### src/design/dir_first_name_sort_unit_macros.svh
// Assertion macros shared by the directory sort unit
`ifndef DIR_FIRST_NAME_SORT_UNIT_MACROS_SVH
`define DIR_FIRST_NAME_SORT_UNIT_MACROS_SVH

// same-cycle implication, sampled on clk, off during reset
`define DFNS_ASSERT_IMP(label, ante, cons) \
    label: assert property (@(posedge clk) disable iff (!rst_n) (ante) |-> (cons)) \
        else $error("dfns assertion failed");

// next-cycle implication, sampled on clk, off during reset
`define DFNS_ASSERT_NEXT(label, ante, cons) \
    label: assert property (@(posedge clk) disable iff (!rst_n) (ante) |=> (cons)) \
        else $error("dfns assertion failed");

`endif

### src/design/dfns_ram.sv
// Generic RAM: one write port, two read ports with registered data
module dfns_ram #(
    parameter int WIDTH = 8,
    parameter int DEPTH = 64,
    localparam int AW = $clog2(DEPTH)
) (
    input  logic             clk,
    input  logic             we,
    input  logic [AW-1:0]    waddr,
    input  logic [WIDTH-1:0] wdata,
    input  logic [AW-1:0]    raddr_a,
    output logic [WIDTH-1:0] rdata_a,
    input  logic [AW-1:0]    raddr_b,
    output logic [WIDTH-1:0] rdata_b
);

    logic [WIDTH-1:0] mem [DEPTH];

    always_ff @(posedge clk)
    begin
        if (we)
        begin
            mem[waddr] <= wdata;
        end
        rdata_a <= mem[raddr_a];
        rdata_b <= mem[raddr_b];
    end

endmodule

### config.mk
export PLATFORM = sky130hd
export DESIGN_NAME = dfns_ram
export DESIGN_NICKNAME = d
export VERILOG_FILES = /design/src/design/dir_first_name_sort_unit_macros.svh /design/src/design/dfns_ram.sv
export SDC_FILE = /design/constraint.sdc
export NUM_CORES = 1
export LEC_CHECK = 0
export BUFFER_PORTS_ARGS = -buffer_cell sky130_fd_sc_hd__buf_2
export CORE_ASPECT_RATIO = 1.4
export CORE_MARGIN = 2
export CORE_UTILIZATION = 42
export DETAILED_ROUTE_END_ITERATION = 10
export PLACE_DENSITY = 0.64
export SLEW_MARGIN = 15
export SYNTH_ARGS = -nofsm -noshare
export SYNTH_HDL_FRONTEND = slang
export SYNTH_SLANG_ARGS = --single-unit
### constraint.sdc
create_clock -name clk -period 2.5 [get_ports clk]
set_input_delay 0.375 -clock clk [delete_from_list [all_inputs] [get_ports clk]]
set_output_delay 0.375 -clock clk [all_outputs]
set_load 0.005 [all_outputs]
==> results of run 1 <==
==> sequential cells by signal, summed over array words and instances, names as in the netlist <==
name / flops
mem: 512
rdata_a: 8
rdata_b: 8
==> worst max-delay path: cells and delay by family, from the launching register on <==
| family | cells | cell delay (ns) |
|---|---|---|
| AND/OR/NAND/NOR | 1 | 0.14 |
| multiplexers | 1 | 0.45 |
| flip-flops | 1 | 0.39 |
| buffers and inverters | 1 | 0.20 |
| AO/OA/AOI/OAI | 3 | 0.76 |
==> layer usage <==
layer  wire [um]  track usage  up-vias
met5           0            0        -
met2       36400        0.418      631
met4        3070       0.0988        0
li1            -            -     5579
met3        4770       0.0296      135
met1       25500        0.293     7246
==> power groups by stage <==
stage / sequential (mW) / combinational, mW / clock, mW
after floorplan: 10.0 / 0.954 / 0
after global placement: 10.0 / 1.75 / 0
after detailed placement: 10.0 / 1.76 / 0
after CTS: 9.85 / 1.76 / 7.58
after global routing: 9.85 / 1.83 / 7.91
final: 9.85 / 1.76 / 7.50
==> layout make-up <==
type / instances / area [sq um]
Fill cell: 4648 / 29200
Sequential cell: 528 / 15700
Multi-Input combinational cell: 587 / 8100
Timing Repair Buffer: 216 / 1850
Clock buffer: 62 / 1320
Tap cell: 742 / 928
Clock inverter: 29 / 262
Inverter: 3 / 11.3
Antenna cell: 2 / 5.00
==> metrics by stage <==
stage / util / setup WS (ns) / hold slack (ns)
final: 0.491 / 0.459 / 0.217
after global placement: 0.463 / -0.0290 / 0.762
after CTS: 0.491 / 0.417 / 0.194
after detailed placement: 0.463 / -0.0160 / 0.757
after floorplan: - / 0.315 / 0.474
after global routing: 0.491 / 0.344 / 0.242
==> cell usage after synthesis <==
library cell and count:
sky130_fd_sc_hd__mux2_2 2, sky130_fd_sc_hd__a311o_1 1, sky130_fd_sc_hd__inv_2 1, sky130_fd_sc_hd__nand3_1 20, sky130_fd_sc_hd__nand2b_1 6, sky130_fd_sc_hd__edfxtp_1 512
sky130_fd_sc_hd__inv_1 2, sky130_fd_sc_hd__nand4_1 3, sky130_fd_sc_hd__buf_2 31, sky130_fd_sc_hd__a2111oi_0 2, sky130_fd_sc_hd__a22oi_1 14, sky130_fd_sc_hd__o21ai_0 17
sky130_fd_sc_hd__a221oi_1 7, sky130_fd_sc_hd__nor2b_1 8, sky130_fd_sc_hd__o221ai_1 5, sky130_fd_sc_hd__mux4_2 270, sky130_fd_sc_hd__nand4b_1 1, sky130_fd_sc_hd__or3_1 1
sky130_fd_sc_hd__o2111ai_1 1, sky130_fd_sc_hd__a32oi_1 1, sky130_fd_sc_hd__o31a_1 5, sky130_fd_sc_hd__buf_6 5, sky130_fd_sc_hd__dfxtp_1 16, sky130_fd_sc_hd__a21oi_1 10
sky130_fd_sc_hd__o211ai_1 3, sky130_fd_sc_hd__nor2_1 75, sky130_fd_sc_hd__nand2_1 28, sky130_fd_sc_hd__o22ai_1 20, sky130_fd_sc_hd__and2_1 3, sky130_fd_sc_hd__buf_4 12
sky130_fd_sc_hd__mux2i_1 66, sky130_fd_sc_hd__buf_1 11, sky130_fd_sc_hd__a221o_1 5, sky130_fd_sc_hd__clkbuf_1 34, sky130_fd_sc_hd__nand3b_1 2, sky130_fd_sc_hd__o21ai_1 7
sky130_fd_sc_hd__nor3_1 2, sky130_fd_sc_hd__a211oi_1 2
==> path summary, 6_finish.rpt <==
path	slack, ns	endpoint	start
worst max-delay path	0.46	rdata_a[7]	mem[32][7]
worst min-delay path	0.22	rdata_a[4]	raddr_a[5]
worst max register to register	0.46	rdata_a[7]	mem[32][7]
worst min register to register	0.87	rdata_b[2]	mem[28][2]
==> logic make-up after synthesis <==
group | synth area share
DFF | 0.647
muxes | 0.279
and+or+nand+nor | 0.0269
AOI/OAI and AO/OA | 0.0281
buffers and inverters | 0.0198
==> results.txt, run 1 <==
VDD sags by at most 0.000461 V. Of all cell types, the one taking the most synthesized area is sky130_fd_sc_hd__edfxtp_1. The worst path needs 2.04 ns of the cycle, external delays included.

The number of nets in the synthesized netlist is 1,239. On the critical path, the stage with the largest delay is an instance of sky130_fd_sc_hd__mux4_2. For this run the aggregate overflow at the end of global routing stands at 0.

Dividing the detail-routed wire length by the instance count gives 32.2 um. The congestion estimate from routability-driven global placement came to 0.907. For this design, the sink count on the clock tree is 528.

The headroom to the max-slew limit came out at 0.321. The clock passes through at most 3 buffers. The first routing iteration left 1,431 violations. The clock tree synthesis step divided the H-tree into 2 levels.

The tools report the sum of internal, switching and leakage power as 19.1 mW. For the worst clock skew on the final layout, the log shows 0.0229 ns. The run gives 0.516 as the sequential share of power. For this run, design rule violations remaining after detail routing come to 0.

The worst setup path is of the register to register kind. At the pin with the least slew margin, the transition time is 1.02 ns. The synthesized netlist contains 38 unique library cells. Once layout is complete, the cells apart from fillers number 2,169.

The tools report the aggregate routed wire length as 69.8 mm. Buffers inserted during clock tree synthesis total 50. Overall routing resource usage: 0.235. The area share of the largest cell type after synthesis is 0.633. The post-placement cell count came out at 2,076. The top cell types in the final layout, fill and taps aside, are 512 x sky130_fd_sc_hd__edfxtp_1, 270 x sky130_fd_sc_hd__mux4_2, 151 x sky130_fd_sc_hd__buf_4. The logs give 0 for the count of final max-slew check failures and 26,600 sq um for the total placed instance area. Of all nets on the critical path, the largest fanout is 2.

The number of hold violations in the final report is 0. Setup violations remaining at the end of the flow were counted as 0. The relative contribution of the clock network to total power is 0.392.

The average footprint of a synthesized cell was 20.0 sq um. Summing all non-filler instances in the final layout gives an area of 28,200 sq um. Wire length of the first global-routing pass: 101 mm. The internal power of the cells totals 14.8 mW. STA puts the critical path data arrival time at 2.51 ns.

After clock tree synthesis, the setup repair step added 0 buffers. The floorplan step defined a die boundary enclosing 59,800 sq um. The signed area change from the synthesized netlist to the final layout is 16.0%. Once the clock tree was built, the resizer swapped 0 gates to a different size.

The sequential share of the synthesized area was 0.647. Clock tree root driver cell: sky130_fd_sc_hd__clkbuf_16. Max-cap violations in this run came to 0. The final cycle utilization of the critical path is 0.816, and the total number of placement rows is 104.

The clock-pin slew on the worst setup and hold paths is 0.06 ns, and the largest net degree at the start of global routing is 65. The static leakage power is 9.17 nW. The logs give 2 for the number of antenna violations at the first check in global routing and 24,300 sq um for the cell area after synthesis.

The most frequent standard cell in the layout excluding fill and tap cells was sky130_fd_sc_hd__edfxtp_1. Number of detailed-routing iterations run before antenna repair: 5. The number of top-level pins was 44; the core footprint was 57,400 sq um. The net total in the final layout is 1,414, and the clock latency of the later-clocked register in the worst-skew pair is 0.58 ns. The cell depth of the worst flop-to-flop path is 6. The detail route stage leaves a number of antenna-violating nets equal to 0. The die is 207 um wide. On the worst path, the slowest cell contributes a delay of 0.45 ns. The count of input and output buffers was 43; the via count of the first global-routing pass was 14.3k. The worst hold-check path type was input port to register. Ranked by total cell area, the synthesized netlist is headed by sky130_fd_sc_hd__edfxtp_1 63%, sky130_fd_sc_hd__mux4_2 25%, sky130_fd_sc_hd__mux2i_1 2.7%. The logs give 4.30 mW for the net switching power and 0.092 for the combinational group share of total power. The worst setup path is launched from a register. TritonCTS built the clock tree.

The routed layout has 13.6k vias. Counting flops and latches in the post-synthesis netlist gives 528. The run finished with clean final reports.

The data required time of the critical path was 2.97 ns; the total power density per cell area was 678 nW/um^2. During synthesis, Yosys emitted a total of 0 warnings. For the final routed database, the setup TNS stands at 0 ns.

Based on the critical path, the design can be clocked at up to 490 MHz. Summed over all nets, the half-perimeter wirelength after detailed placement is 49.3 mm. STA classifies the critical path endpoint as a register. The initial core utilization was 0.423; the net switching fraction of the power was 0.225. Setup repair after global routing left no endpoint under its margin.

In this run the vertical extent of the chip is 288 um. The worst hold path stage count was 3. The number of instances in the synthesized netlist came out at 1,211. The fraction of layout instances using a drive strength above 1 is 0.389.

The signal on the critical path passes through mux4_2 -> nor2b_1 -> a211oi_1 -> buf_4 -> a2111oi_0 -> a311o_1. After clock tree synthesis, the flow added hold-fix buffers numbering 0. Using the TritonRoute via totals, the vias-per-cell ratio works out to 6.27.
(Power assumes the default switching activity.)
==> run 2: changes to the inputs <==
- ABC_AREA: unset -> 1
- PLACE_DENSITY: 0.64 -> 0.66
- clock period: 2.5 -> 1.7 ns (I/O delays scaled with it)
==> run 2 against run 1 <==
Power grew 55%. Non-clock buffer count grew 121. Clock-buffer cell count is 5 lower. Worst hold slack got worse by 0.15 ns. Global-route usage increased by 3.6 points. Synthesized cell count up 150%. Synthesized area up 10%. Critical endpoint is now rdata_a[6]. Largest power group unchanged.
==> results.txt, run 2 <==
The post-cts resize count was 0 (unchanged); the sequential share of the synthesized area was 0.586 (-0.0606). For the headroom to the max-slew limit, the log shows 0.447 (+0.126). The count of final max-slew check failures is 0 (unchanged), and the estimated wirelength of the detail-placed design is 59.1 mm (+20%). Sorting the synthesized cells by how often they occur yields 1,296 x sky130_fd_sc_hd__nand2_1, 871 x sky130_fd_sc_hd__nand3_1, 512 x sky130_fd_sc_hd__edfxtp_1.

The worst setup path is captured at an output port. The clock latency of the later-clocked register in the worst-skew pair is 0.59 ns (about the same). The final cycle utilization of the critical path works out to 0.904.

Counting flops per register, the top entry is mem. The fraction of layout instances using a drive strength above 1 is 0.131 (-0.258). The largest registers in the layout are mem x512, rdata_a x8, rdata_b x8.

Number of buffers added to fix hold violations after cts: 0 (unchanged). The cell area after synthesis came out at 26,800 sq um (+10%). The total number of clock tree sinks is 528 (unchanged), and the number of top-level pins is 44 (unchanged). The number of hold violations in the final report came out at 0 (unchanged). The final sum of negative setup slack came out at 0 ns (unchanged). The worst clock skew on the final layout is 0.0265 ns (+0.00360 ns).

The signed area change from the synthesized netlist to the final layout works out to 17.1%. For the area occupied by multi-input gates, the log shows 9600 sq um (+19%). The clock-pin slew on the worst setup and hold paths is 0.07 ns (about the same).

The kind of cell adding the most delay to the critical path is flip-flops. The antenna violation net count after detailed routing was 0 (unchanged). For the fill cell total of the finished layout, the log shows 5,706 (+23%). In the post-synthesis netlist, the cell with the most instances is sky130_fd_sc_hd__nand2_1. The tools report the number of warning messages in the yosys log as 0 (unchanged). The post-detailed-route wirelength per cell is 22.1 um (-31%).

The number of nets in the synthesized netlist is 3,036 (+150%), and the area share of the largest cell type after synthesis is 0.574 (-0.0594). Relative contribution of the clock network to total power: 0.392 (about the same). The run gives 0.000809 V (+75%) as the worst voltage drop across the vdd grid. The logs give 15,700 sq um (unchanged) for the sequential cell area and 1.44 ns (-1.53 ns) for the data required time of the critical path.

The tools report the final estimated routing congestion in global placement as 0.938 (+3.4%). Critical setup path kind: register to output port. The tools report the data arrival time of the worst path as 1.28 ns (-1.23 ns). The tools report the total number of placement rows as 109 (+4.8%). The tools report the wire length on met3 as 7.39 mm (+55%). The number of instances in the synthesized netlist was 3,008 (+150%). The post-route worst setup slack is 0.162 ns (-0.297 ns), and the H-tree depth is 2 (unchanged). The aggregate routed wire length was 89.6 mm (+28%). The flow ran to the end, and the final reports show no timing, DRC or antenna violations. The die span in y is 303 um (+5.0%).

Die outline width: 217 um (+4.9%). The net switching power was 7.41 mW (+73%). STA classifies the critical path startpoint as a register.

The total power density per cell area was 947 nW/um^2 (+40%); the number of antenna violations at the first check in global routing was 3 (+1). Highest routed metal layer: met5. TritonCTS buffer count: 50 (unchanged). The residual overflow from global routing is 0 (unchanged). The biggest area consumer among synthesized cells was sky130_fd_sc_hd__edfxtp_1. The unique cell type count in the Yosys netlist came out at 17 (-55%).

For the buffer levels on the longest clock path, the log shows 3 (unchanged). TritonCTS built the clock tree. The number of enable-type register cells in the synthesized netlist was 512 (unchanged); the static leakage power was 12.6 nW (+37%). The run gives 23.1k (+70%) as the total number of vias. For this run, the leading register cell type out of synthesis is sky130_fd_sc_hd__edfxtp_1. The wire length of the first global-routing pass was 134 mm (+33%); the combinational group share of total power was 0.120 (+0.028).

For the highest clock rate, the log shows 650 MHz. The average footprint of a synthesized cell was 8.90 sq um (-56%). The setup violation total in the final timing report was 0 (unchanged). The DRC violation count after routing came out at 0 (unchanged).

The worst hold-check path type is input port to register. The flop and latch count out of synthesis was 528 (unchanged). The tools report the initial core utilization as 0.424 (+0.00117). The tools report the clock tree root driver cell as sky130_fd_sc_hd__clkbuf_16. The number of vias per cell after detailed routing is 5.71 (-8.9%), and the core footprint is 63,100 sq um (+10%). The pin slew with the least headroom to its limit is 0.830 ns (-0.189 ns), and the count of input and output buffers is 43 (unchanged).

The largest net degree at the start of global routing is 65 (unchanged). The net total in the final layout is 3,203 (+130%), and the net switching fraction of the power is 0.250 (+0.0246). Setup repair after global routing left no endpoint under its margin.

The flip-flop count of the largest register after layout came out at 512 (unchanged). The critical-path maximum fanout works out to 1 (-1). The logs give 22.0k (+54%) for the via count of the first global-routing pass and 0.488 (-0.028) for the sequential share of power. The time the worst path needs with I/O delays and setup came out at 1.54 ns. The overall routing resource usage is 0.271 (+0.0355), and the critical path's largest stage delay is 0.52 ns (+0.07 ns). The library cell used most frequently in the layout, excluding fill and tap cells, is sky130_fd_sc_hd__nand2_1. The design internal power is 22.3 mW (+51%).

The met1 wire length was 32.8 mm (+29%); the number of detailed-routing iterations run before antenna repair was 8 (+3). The amount of wire on met2 after detailed routing is 43.5 mm (+19%). The number of violations reported at the end of detailed-routing iteration 0 was 2,977 (+110%); the setup slack after placement was -0.184 ns (-0.168 ns). By area the synthesized netlist is led by sky130_fd_sc_hd__edfxtp_1 57%, sky130_fd_sc_hd__nand2_1 18%, sky130_fd_sc_hd__nand3_1 16%.

The buffers plus inverters on the worst setup path works out to 1 (unchanged). Critical path's slowest cell: sky130_fd_sc_hd__dfxtp_1. In the layout the commonest cells are 1,296 x sky130_fd_sc_hd__nand2_1, 871 x sky130_fd_sc_hd__nand3_1, 512 x sky130_fd_sc_hd__edfxtp_1. The area enclosed by the die boundary was 65,800 sq um (+10%).

Number of violations of the max-capacitance limit: 0 (unchanged). Traced cell by cell, the critical path runs through buf_2. The tools report the number of buffers added for setup after CTS as 0 (unchanged). The fraction of registers with async set/reset is 0 (unchanged).
run 2: changes by cell type after synthesis, moves of 20 or more:
cell	change
sky130_fd_sc_hd__nand2_1	+1268
sky130_fd_sc_hd__nand3_1	+851
sky130_fd_sc_hd__mux4_2	-270
sky130_fd_sc_hd__buf_2	+86
sky130_fd_sc_hd__mux2i_1	-66
sky130_fd_sc_hd__buf_6	+47
sky130_fd_sc_hd__o22ai_1	-20
run 2: stage by stage:
| stage | std cells | power [mW] | hold slack [ns] | util | cell area [sq um] |
|---|---|---|---|---|---|
| 3_5_place_dp | 3955 | 18.3 | 0.645 | 0.470 | 29700 |
| 6_report | 4048 | 29.7 | 0.0662 | 0.497 | 31400 |
| 3_3_place_gp | 3955 | 18.2 | 0.647 | 0.470 | 29700 |
| 4_1_cts | 4047 | 29.7 | 0.0446 | 0.497 | 31400 |
| 5_1_grt | 4047 | 30.5 | 0.0617 | 0.497 | 31400 |
| 2_1_floorplan | 3008 | 16.6 | 0.354 | - | 26900 |
run 2: power groups by stage:
| stage | Sequential [mW] | Clock [mW] | Combinational [mW] |
|---|---|---|---|
| 3_5_place_dp | 14.8 | 0 | 3.49 |
| 4_1_cts | 14.5 | 11.7 | 3.50 |
| 3_3_place_gp | 14.8 | 0 | 3.46 |
| 2_1_floorplan | 14.7 | 0 | 1.91 |
| 5_1_grt | 14.5 | 12.2 | 3.80 |
| 6_report | 14.5 | 11.7 | 3.55 |
run 2: cell families (layout without fill, tap and decap cells):
kind of cell           after synthesis  count (layout)  synth area share
and+or+nand+nor                   2240            2240             0.356
buffers and inverters              240             447            0.0578
other                                0               1                 0
DFF                                528             528             0.586
run 2: path summary, 6_finish.rpt:
kind                   start         end  slack, ns  cells past startpoint
hold reg to reg   mem[38][4]  rdata_b[4]       0.85                      8
setup reg to reg  mem[18][5]  rdata_a[5]       0.21                      8
hold / removal      wdata[2]  mem[57][2]       0.07                      1
setup / recovery  rdata_a[6]  rdata_a[6]       0.16                      1
run 2: area by class of cell:
cell class	count	area share
diodes	1	0.0000798
clock buffers	57	0.0414
clock inverters	35	0.0120
inverters	18	0.00279
multi-input cells	2240	0.306
flip-flops and latches	528	0.500
well taps	832	0.0332
repair buffers	337	0.104
run 2: layer usage:
layer | vias up | track usage
met5 | - | 0
met3 | 320 | 0.0350
met4 | 4 | 0.168
met1 | 10921 | 0.329
met2 | 1243 | 0.459
li1 | 10624 | -
